[src/design/cft_pkg.sv]
// cft_pkg: shared types and constants of the csv field tokenizer
// character class codes, event codes and the queue entry type
// no dependencies
package cft_pkg;

	localparam int CHAR_W = 16;
	localparam int KIND_W = 3;
	localparam int CLS_W  = 3;
	localparam int ROW_W  = 16;
	localparam int COLN_W = 8;

	localparam logic [CHAR_W-1:0] CH_QUOTE = 16'h0022;
	localparam logic [CHAR_W-1:0] CH_CR    = 16'h000D;
	localparam logic [CHAR_W-1:0] CH_LF    = 16'h000A;
	localparam logic [CHAR_W-1:0] CH_NUL   = 16'h0000;
	localparam logic [CHAR_W-1:0] SEP_RESET = 16'd44;

	localparam logic [ROW_W-1:0] ROW_MAX = 16'hFFFF;

	// character classes, decided in the front end
	localparam logic [CLS_W-1:0] CLS_CHAR  = 3'd0;
	localparam logic [CLS_W-1:0] CLS_END   = 3'd1;
	localparam logic [CLS_W-1:0] CLS_QUOTE = 3'd2;
	localparam logic [CLS_W-1:0] CLS_CR    = 3'd3;
	localparam logic [CLS_W-1:0] CLS_SEP   = 3'd4;
	localparam logic [CLS_W-1:0] CLS_LF    = 3'd5;

	// result event codes
	localparam logic [KIND_W-1:0] EV_FIELD_CHAR = 3'd0;
	localparam logic [KIND_W-1:0] EV_FIELD_END  = 3'd1;
	localparam logic [KIND_W-1:0] EV_FINISHED   = 3'd2;
	localparam logic [KIND_W-1:0] EV_COL_BEYOND = 3'd3;
	localparam logic [KIND_W-1:0] EV_HDR_WIDE   = 3'd4;

	localparam int QUEUE_DEPTH = 4;

	typedef struct packed {
		logic [CLS_W-1:0]  cls;
		logic [CHAR_W-1:0] ch;
		logic              sof;
	} cft_item_t;

endpackage

[src/design/cft_if.sv]
// cft_if: valid/ready channel interfaces of the csv field tokenizer
// cft_in_if carries text characters, cft_out_if carries tokenizer events
// depends on cft_pkg for field widths
interface cft_in_if;
	import cft_pkg::*;
	logic              valid;
	logic              ready;
	logic [CHAR_W-1:0] char_code;
	logic              end_of_text;
	logic              start_of_file;

	modport source (output valid, output char_code, output end_of_text,
		output start_of_file, input ready);
	modport sink (input valid, input char_code, input end_of_text,
		input start_of_file, output ready);
endinterface

interface cft_out_if;
	import cft_pkg::*;
	logic              valid;
	logic              ready;
	logic [KIND_W-1:0] event_kind;
	logic [CHAR_W-1:0] text_char;
	logic [COLN_W-1:0] column_number;
	logic [ROW_W-1:0]  row_number;
	logic              record_end;
	logic              text_end;

	modport source (output valid, output event_kind, output text_char,
		output column_number, output row_number, output record_end,
		output text_end, input ready);
	modport sink (input valid, input event_kind, input text_char,
		input column_number, input row_number, input record_end,
		input text_end, output ready);
endinterface

[src/design/cft_front.sv]
// cft_front: accepts characters, holds the separator register and classifies each item
// pushes classified items into the queue; depends on cft_pkg and cft_if
module cft_front (
	input  logic              clk,
	input  logic              arst_n,
	cft_in_if.sink            items,
	input  logic              separator_wr_en,
	input  logic [15:0]       separator_wr_data,
	output logic              push,
	output cft_pkg::cft_item_t push_item,
	input  logic              push_ready
);
	import cft_pkg::*;

	logic [CHAR_W-1:0] sep_q;
	logic [CLS_W-1:0]  cls;

	always_ff @(posedge clk or negedge arst_n) begin
		if (!arst_n) begin
			sep_q <= SEP_RESET;
		end else if (separator_wr_en) begin
			sep_q <= separator_wr_data;
		end
	end

	// terminator and nul win over everything, a separator loses to quote and cr
	always_comb begin
		if (items.end_of_text || items.char_code == CH_NUL) begin
			cls = CLS_END;
		end else if (items.char_code == CH_QUOTE) begin
			cls = CLS_QUOTE;
		end else if (items.char_code == CH_CR) begin
			cls = CLS_CR;
		end else if (items.char_code == sep_q) begin
			cls = CLS_SEP;
		end else if (items.char_code == CH_LF) begin
			cls = CLS_LF;
		end else begin
			cls = CLS_CHAR;
		end
	end

	assign items.ready   = push_ready;
	assign push          = items.valid && push_ready;
	assign push_item.cls = cls;
	assign push_item.ch  = items.char_code;
	assign push_item.sof = items.start_of_file;

endmodule

[src/design/cft_queue.sv]
// cft_queue: short register queue between the classifier and the parser
// depends on cft_pkg for the entry type and depth
module cft_queue (
	input  logic               clk,
	input  logic               arst_n,
	input  logic               push,
	input  cft_pkg::cft_item_t push_item,
	output logic               push_ready,
	input  logic               pop,
	output logic               head_valid,
	output cft_pkg::cft_item_t head_item
);
	import cft_pkg::*;

	localparam int PTR_W = $clog2(QUEUE_DEPTH);
	localparam int CNT_W = $clog2(QUEUE_DEPTH + 1);

	cft_item_t        entry_q [QUEUE_DEPTH];
	logic [PTR_W-1:0] wr_ptr_q;
	logic [PTR_W-1:0] rd_ptr_q;
	logic [CNT_W-1:0] count_q;

	assign push_ready = count_q != CNT_W'(QUEUE_DEPTH);
	assign head_valid = count_q != '0;
	assign head_item  = entry_q[rd_ptr_q];

	always_ff @(posedge clk) begin
		if (push) begin
			entry_q[wr_ptr_q] <= push_item;
		end
	end

	always_ff @(posedge clk or negedge arst_n) begin
		if (!arst_n) begin
			wr_ptr_q <= '0;
			rd_ptr_q <= '0;
			count_q  <= '0;
		end else begin
			if (push) begin
				wr_ptr_q <= wr_ptr_q + 1'b1;
			end
			if (pop) begin
				rd_ptr_q <= rd_ptr_q + 1'b1;
			end
			case ({push, pop})
				2'b10:   count_q <= count_q + 1'b1;
				2'b01:   count_q <= count_q - 1'b1;
				default: count_q <= count_q;
			endcase
		end
	end

endmodule

[src/design/cft_back.sv]
// cft_back: parse state machine of the tokenizer and the result register
// takes classified items from the queue; depends on cft_pkg and cft_if
module cft_back #(
	parameter int MAX_COLUMNS = 256
) (
	input  logic               clk,
	input  logic               arst_n,
	input  logic               head_valid,
	input  cft_pkg::cft_item_t head_item,
	output logic               pop,
	cft_out_if.source          results
);
	import cft_pkg::*;

	localparam int COL_W = $clog2(MAX_COLUMNS + 1);
	localparam logic [COL_W-1:0] COL_MAX = COL_W'(MAX_COLUMNS);

	logic             in_quotes_q, pending_q, has_chars_q, stopped_q;
	logic [COL_W-1:0] col_q, hdr_cols_q;
	logic [ROW_W-1:0] row_q;

	// state after an optional start-of-file clear
	logic             iq_b, pend_b, fhc_b, stop_b;
	logic [COL_W-1:0] col_b, hc_b;
	logic [ROW_W-1:0] row_b;

	logic             iq_n, pend_n, fhc_n, stop_n;
	logic [COL_W-1:0] col_n, hc_n;
	logic [ROW_W-1:0] row_n;

	logic              res_v;
	logic [KIND_W-1:0] res_kind;
	logic [CHAR_W-1:0] res_char;
	logic              res_rec, res_te;

	logic              iq_eff, hdr_row, ef_ok;
	logic [KIND_W-1:0] ef_kind;
	logic [31:0]       col_ext;

	logic              out_valid_q;
	logic [KIND_W-1:0] kind_q;
	logic [CHAR_W-1:0] char_q;
	logic [COLN_W-1:0] coln_q;
	logic [ROW_W-1:0]  rown_q;
	logic              rec_q, te_q;

	assign pop = head_valid && (!out_valid_q || results.ready);

	always_comb begin
		if (head_item.sof) begin
			iq_b = 1'b0; pend_b = 1'b0; fhc_b = 1'b0; stop_b = 1'b0;
			col_b = '0; hc_b = '0; row_b = '0;
		end else begin
			iq_b = in_quotes_q; pend_b = pending_q; fhc_b = has_chars_q;
			stop_b = stopped_q; col_b = col_q; hc_b = hdr_cols_q; row_b = row_q;
		end

		// field end check, shared by separator, newline and flush
		hdr_row = row_b == '0;
		ef_ok   = hdr_row ? (hc_b != COL_MAX) : (col_b < hc_b);
		if (ef_ok) begin
			ef_kind = EV_FIELD_END;
		end else if (hdr_row) begin
			ef_kind = EV_HDR_WIDE;
		end else begin
			ef_kind = EV_COL_BEYOND;
		end

		iq_n = iq_b; pend_n = pend_b; fhc_n = fhc_b; stop_n = stop_b;
		col_n = col_b; hc_n = hc_b; row_n = row_b;
		res_v = 1'b0; res_kind = EV_FIELD_CHAR; res_char = '0;
		res_rec = 1'b0; res_te = 1'b0;
		iq_eff = pend_b ? !iq_b : iq_b;

		if (!stop_b) begin
			if (pend_b && head_item.cls == CLS_QUOTE) begin
				// doubled quote gives one literal quote
				pend_n = 1'b0;
				fhc_n = 1'b1;
				res_v = 1'b1; res_char = CH_QUOTE;
			end else begin
				pend_n = 1'b0;
				iq_n = iq_eff;
				case (head_item.cls)
					CLS_END: begin
						stop_n = 1'b1;
						res_v = 1'b1;
						if (!fhc_b) begin
							res_kind = EV_FINISHED;
						end else begin
							res_kind = ef_kind;
							if (ef_ok) begin
								res_rec = 1'b1; res_te = 1'b1; fhc_n = 1'b0;
								if (hdr_row) hc_n = hc_b + 1'b1;
							end
						end
					end
					CLS_QUOTE: begin
						pend_n = 1'b1;
					end
					default: begin
						if (iq_eff) begin
							fhc_n = 1'b1;
							res_v = 1'b1; res_char = head_item.ch;
						end else if (head_item.cls == CLS_SEP) begin
							res_v = 1'b1; res_kind = ef_kind;
							if (ef_ok) begin
								fhc_n = 1'b0;
								if (hdr_row) hc_n = hc_b + 1'b1;
								if (col_b < COL_MAX) col_n = col_b + 1'b1;
							end else begin
								stop_n = 1'b1;
							end
						end else if (head_item.cls == CLS_LF) begin
							res_v = 1'b1;
							if (!fhc_b && col_b == '0) begin
								// blank line ends the parse
								stop_n = 1'b1; res_kind = EV_FINISHED;
							end else begin
								res_kind = ef_kind;
								if (ef_ok) begin
									res_rec = 1'b1; fhc_n = 1'b0; col_n = '0;
									if (hdr_row) hc_n = hc_b + 1'b1;
									if (row_b != ROW_MAX) row_n = row_b + 1'b1;
								end else begin
									stop_n = 1'b1;
								end
							end
						end else if (head_item.cls == CLS_CHAR) begin
							fhc_n = 1'b1;
							res_v = 1'b1; res_char = head_item.ch;
						end
						// a carriage return outside quotes is dropped
					end
				endcase
			end
		end
		col_ext = 32'(col_b);
	end

	always_ff @(posedge clk or negedge arst_n) begin
		if (!arst_n) begin
			in_quotes_q <= 1'b0;
			pending_q   <= 1'b0;
			has_chars_q <= 1'b0;
			stopped_q   <= 1'b0;
			col_q       <= '0;
			hdr_cols_q  <= '0;
			row_q       <= '0;
			out_valid_q <= 1'b0;
		end else begin
			if (pop) begin
				in_quotes_q <= iq_n;
				pending_q   <= pend_n;
				has_chars_q <= fhc_n;
				stopped_q   <= stop_n;
				col_q       <= col_n;
				hdr_cols_q  <= hc_n;
				row_q       <= row_n;
			end
			if (pop && res_v) begin
				out_valid_q <= 1'b1;
			end else if (results.ready) begin
				out_valid_q <= 1'b0;
			end
		end
	end

	always_ff @(posedge clk) begin
		if (pop && res_v) begin
			kind_q <= res_kind;
			char_q <= res_char;
			coln_q <= col_ext[COLN_W-1:0];
			rown_q <= row_b;
			rec_q  <= res_rec;
			te_q   <= res_te;
		end
	end

	assign results.valid         = out_valid_q;
	assign results.event_kind    = kind_q;
	assign results.text_char     = char_q;
	assign results.column_number = coln_q;
	assign results.row_number    = rown_q;
	assign results.record_end    = rec_q;
	assign results.text_end      = te_q;

endmodule

[src/design/csv_field_tokenizer.sv]
// csv_field_tokenizer: top level of the streaming csv tokenizer
// joins the classifier front end, the item queue and the parser back end
// depends on cft_pkg, cft_if, cft_front, cft_queue and cft_back

// One UTF-16 character is taken per cycle and at most one event comes out per
// character, at a sustained rate of one item per cycle when the result side keeps
// taking. A character is classified as it is accepted and held in a four-entry
// queue; the parser takes the queue head, updates its parse state and places any
// event in the output register, so each event passes through the queue entry and
// the output register before it is presented on the result side. When the queue
// is full the input is held off, and it frees again in the cycle after the parser
// takes an entry. The separator register may only be written while no items are
// in flight. Column counts saturate at MAX_COLUMNS and the row number saturates
// at 65535.
module csv_field_tokenizer #(
	parameter int MAX_COLUMNS = 256
) (
	input  logic        clk,
	input  logic        arst_n,
	cft_in_if.sink      items,
	cft_out_if.source   results,
	input  logic        separator_wr_en,
	input  logic [15:0] separator_wr_data
);
	import cft_pkg::*;

	logic      push, push_ready, pop, head_valid;
	cft_item_t push_item, head_item;

	cft_front u_front (
		.clk               (clk),
		.arst_n            (arst_n),
		.items             (items),
		.separator_wr_en   (separator_wr_en),
		.separator_wr_data (separator_wr_data),
		.push              (push),
		.push_item         (push_item),
		.push_ready        (push_ready)
	);

	cft_queue u_queue (
		.clk        (clk),
		.arst_n     (arst_n),
		.push       (push),
		.push_item  (push_item),
		.push_ready (push_ready),
		.pop        (pop),
		.head_valid (head_valid),
		.head_item  (head_item)
	);

	cft_back #(
		.MAX_COLUMNS (MAX_COLUMNS)
	) u_back (
		.clk        (clk),
		.arst_n     (arst_n),
		.head_valid (head_valid),
		.head_item  (head_item),
		.pop        (pop),
		.results    (results)
	);

endmodule
[src/flat_wrapper.sv]
// flat-port wrapper written by rule: the top's interface ports become plain ports
module csv_field_tokenizer_flat import cft_pkg::*;
#(
	parameter int MAX_COLUMNS = 256
)
  (clk, arst_n, separator_wr_en, separator_wr_data, items_valid, items_char_code, items_end_of_text, items_start_of_file, items_ready, results_valid, results_event_kind, results_text_char, results_column_number, results_row_number, results_record_end, results_text_end, results_ready);
  cft_in_if items_i ();
  cft_out_if results_i ();
  input  logic clk;
  input  logic arst_n;
  input  logic separator_wr_en;
  input  logic [15:0] separator_wr_data;
  input wire logic [$bits(items_i.valid)-1:0] items_valid;
  input wire logic [$bits(items_i.char_code)-1:0] items_char_code;
  input wire logic [$bits(items_i.end_of_text)-1:0] items_end_of_text;
  input wire logic [$bits(items_i.start_of_file)-1:0] items_start_of_file;
  output wire logic [$bits(items_i.ready)-1:0] items_ready;
  output wire logic [$bits(results_i.valid)-1:0] results_valid;
  output wire logic [$bits(results_i.event_kind)-1:0] results_event_kind;
  output wire logic [$bits(results_i.text_char)-1:0] results_text_char;
  output wire logic [$bits(results_i.column_number)-1:0] results_column_number;
  output wire logic [$bits(results_i.row_number)-1:0] results_row_number;
  output wire logic [$bits(results_i.record_end)-1:0] results_record_end;
  output wire logic [$bits(results_i.text_end)-1:0] results_text_end;
  input wire logic [$bits(results_i.ready)-1:0] results_ready;
  assign items_i.valid = items_valid;
  assign items_i.char_code = items_char_code;
  assign items_i.end_of_text = items_end_of_text;
  assign items_i.start_of_file = items_start_of_file;
  assign items_ready = items_i.ready;
  assign results_valid = results_i.valid;
  assign results_event_kind = results_i.event_kind;
  assign results_text_char = results_i.text_char;
  assign results_column_number = results_i.column_number;
  assign results_row_number = results_i.row_number;
  assign results_record_end = results_i.record_end;
  assign results_text_end = results_i.text_end;
  assign results_i.ready = results_ready;
  csv_field_tokenizer #(.MAX_COLUMNS(MAX_COLUMNS)) u_core (.clk(clk), .arst_n(arst_n), .items(items_i), .results(results_i), .separator_wr_en(separator_wr_en), .separator_wr_data(separator_wr_data));
endmodule
[config.mk]
export PLATFORM = sky130hd
export DESIGN_NAME = csv_field_tokenizer_flat
export DESIGN_NICKNAME = d
export VERILOG_FILES = /design/src/design/cft_pkg.sv /design/src/design/cft_if.sv /design/src/design/cft_front.sv /design/src/design/cft_queue.sv /design/src/design/cft_back.sv /design/src/design/csv_field_tokenizer.sv /design/src/flat_wrapper.sv
export SDC_FILE = /design/constraint.sdc
export NUM_CORES = 1
export LEC_CHECK = 0
export ABC_AREA = 1
export BUFFER_PORTS_ARGS = -buffer_cell sky130_fd_sc_hd__buf_2
export CORE_MARGIN = 2
export CORE_UTILIZATION = 55
export CTS_CLUSTER_SIZE = 28
export DETAILED_ROUTE_END_ITERATION = 8
export PLACE_DENSITY = 0.75
export SYNTH_ARGS = -nofsm -noshare
export SYNTH_HDL_FRONTEND = slang
export SYNTH_SLANG_ARGS = --single-unit
[constraint.sdc]
create_clock -name clk -period 10.65 [get_ports clk]
set_input_delay 1.065 -clock clk [delete_from_list [all_inputs] [get_ports clk]]
set_output_delay 1.065 -clock clk [all_outputs]
set_load 0.05 [all_outputs]
==> reports/results.txt <==
ys async rst share: 33.2%
critical path type: reg2reg
Synth Register Bits: 187
Crit path arrival time: 4.73 ns
DRC: 0
Final setup viols: 0
H-tree Lvls: 4
drt first-iter violations: 673
n_diodes: 0
Total GRT Usage: 26.3%
die area: 18600 sq um
post_cts resized: 0
Post-DRT Antenna Nets: 0
clk sink count: 187
setup TNS: 0 ns
Worst Setup End Kind: flop
register area share after synthesis: 55.2%
crit path launch type: flop
Synth cell types: 53
largest net degree at the start of global routing: 63
Post-Synthesis Cells: 1036
CTS tree: done
CTS max path bufs: 2
first-pass GRT wire length: 37200 um
Total Nets Final: 1179
synthesized area: 9620 sq um
RSZ-0062 raised after global routing: false
DR pass1 iterations: 5
post-CTS setup buffer count: 0
number of synthesized flops with an enable pin: 125
Worst Hold Class: reg2reg
# rows: 48
vias in the first global route: 7408
Routed WL per cell: 16.8 um
Pwr per Cell Area: 328 nW/um^2
io pins: 86
ys flop type: edfxtp_1
CTS buffer count: 17
leakage power total: 4.70 nW
Filler Cell Count: 1436
GP Congestion: 0.961
final worst-path cycle share: 41.1%
Pins Over Slew Limit: 0
Tmin final: 4.38 ns
clock skew: 0.00888 ns
global route total overflow: 0
core area: 17200 sq um
initial antenna violation count: 0
Relative slew margins: 40.9%
Die Wd: 136 um
Slew @ Worst Pin: 0.886 ns
Hold Violations, Final: 0
CTS Root Cell: clkbuf_16
via count: 7606
hold buffers post-CTS: 0
Max VDD drop: 0.196 mV
status: finished clean
Buffers on Ports: 85
layout cells sized above 1: 17.7%
initial core utilization: 56.0%
DR vias/cell: 5.59
critical path peak fanout: 34
syn_nets: 1093
Clk Latency, worst-skew pair: 0.44 ns
Chip Height: 136 um
Syn Area/Cell: 9.29 sq um
max frequency: 229 MHz
placed cells: 1328
Critical Path RT: 11.01 ns
non-filler instance count after layout: 1360
detailed placer's ending HPWL: 15700 um
Layout area overhead: 13.2%
routed wire length: 22800 um
max cap viols: 0
clock slew at reported path FFs: 0.07 ns
Yosys warnings: 0
[state kept, by name, summed over array words and instances, names as in the netlist]
signal	count
u_core.u_back.col_q	9
u_core.u_back.has_chars_q	1
u_core.u_back.hdr_cols_q	9
u_core.u_back.in_quotes_q	1
u_core.u_back.pending_q	1
u_core.u_back.results.column_number	8
u_core.u_back.results.event_kind	3
u_core.u_back.results.record_end	1
u_core.u_back.results.row_number	16
u_core.u_back.results.text_char	16
u_core.u_back.results.text_end	1
u_core.u_back.results.valid	1
u_core.u_back.row_q	16
u_core.u_back.stopped_q	1
u_core.u_front.sep_q	16
u_core.u_queue.count_q	3
u_core.u_queue.entry_q	80
u_core.u_queue.rd_ptr_q	2
u_core.u_queue.wr_ptr_q	2
[power breakdown]
group / internal [W] / switching, W
clock network: 0.000375 / 0.000285
logic: 0.000416 / 0.00137
registers: 0.00105 / 0.0000795
total: 0.00184 / 0.00173
[per-stage QoR]
stage	hold WS, ns	power, W	setup WS [ns]	util (%)	cell area [sq um]
after floorplan	0.446	0.00248	5.10	-	9620
after global placement	0.461	0.00288	6.54	59.8	10300
after detailed placement	0.468	0.00290	6.38	59.8	10300
after CTS	0.481	0.00357	6.33	63.4	10900
after global routing	0.490	0.00379	5.92	63.4	10900
final	0.479	0.00357	6.27	63.4	10900
[cell usage after synthesis (11+ instances only)]
library cell | instances | area (sq um)
nand2_1 | 202 | 758
clkbuf_1 | 15 | 56.3
xor2_1 | 21 | 184
mux2_2 | 13 | 146
ha_1 | 17 | 213
o21ai_1 | 11 | 55.1
dfrtp_1 | 59 | 1480
a21oi_1 | 50 | 250
o21ai_0 | 58 | 290
nand4_1 | 23 | 144
nand3_1 | 67 | 335
edfxtp_1 | 125 | 3750
inv_2 | 14 | 52.6
xnor2_1 | 15 | 131
inv_1 | 109 | 409
nor2_1 | 141 | 529
[worst max-delay path, cell delays in order, from the launching register on]
cell	delay [ns]
dfrtp_1	0.65
inv_2	0.51
nand3_2	0.18
nand2_4	0.37
inv_2	0.22
nor2_1	0.28
inv_1	0.13
ha_1	0.32
nand2_1	0.09
inv_1	0.04
nand3_1	0.08
nor2_1	0.05
nand2_1	0.05
nor2_1	0.05
a21oi_2	0.19
nand3_1	0.17
nand2_4	0.20
nand2_4	0.11
nor2_4	0.21
nand2_2	0.10
nor2_1	0.15
xnor2_1	0.13
[layout by cell type, fill, tap and decap left out, types with 8 or more instances in the layout]
| master | n |
|---|---|
| nand2_1 | 202 |
| nor2_1 | 141 |
| edfxtp_1 | 125 |
| inv_1 | 109 |
| buf_2 | 85 |
| nand3_1 | 67 |
| dfrtp_1 | 59 |
| o21ai_0 | 58 |
| a21oi_1 | 50 |
| nand4_1 | 23 |
| xor2_1 | 21 |
| clkbuf_16 | 18 |
| ha_1 | 17 |
| xnor2_1 | 15 |
| inv_2 | 14 |
| mux2_2 | 13 |
| o21ai_1 | 11 |
| nor2_2 | 10 |
| nor3_1 | 8 |
| buf_4 | 8 |
[kinds of logic (layout without fill, tap and decap cells)]
group | after synthesis | count (layout) | share of synthesized area, %
buffers and inverters | 152 | 251 | 6.32
AO/OA/AOI/OAI | 137 | 137 | 7.97
adder cells (fa/ha/maj) | 18 | 18 | 2.42
AND/OR/NAND/NOR | 493 | 493 | 23.3
XOR/XNOR | 36 | 36 | 3.28
multiplexers | 13 | 13 | 1.52
flip-flops | 187 | 187 | 55.2
[final timing paths]
check / cells after the start / startpoint / slack, ns / end
worst max-delay path: 21 / u_core.u_queue.rd_ptr_q[1] / 6.27 / u_core.u_back.row_q[14]
worst min-delay path: 1 / u_core.u_queue.count_q[0] / 0.48 / u_core.u_queue.count_q[0]
worst max register to register: 21 / u_core.u_queue.rd_ptr_q[1] / 6.27 / u_core.u_back.row_q[14]
worst min register to register: 1 / u_core.u_queue.count_q[0] / 0.48 / u_core.u_queue.count_q[0]
max in group asynchronous: 2 / arst_n / 9.25 / u_core.u_back.row_q[15]
min in group asynchronous: 2 / arst_n / 0.81 / u_core.u_front.sep_q[12]
[cell type report]
type / count / area (sq um) / share of cell area [%]
flip-flops and latches: 187 / 5310 / 48.7
clock buffers: 21 / 472 / 4.33
inverters: 126 / 477 / 4.38
well taps: 225 / 282 / 2.58
clock inverters: 11 / 149 / 1.37
multi-input cells: 697 / 3720 / 34.1
repair buffers: 93 / 485 / 4.46
[layer usage]
metal,up-vias,track usage [%],routed length [um],share of wire (%)
li1,3641,-,-,-
met1,3583,34.9,9650,42
met2,332,42.9,11000,48
met3,50,4.85,1600,7.0
met4,0,10.5,568,2.5
met5,-,0,0,0
Power figures use the tool's default switching activity.
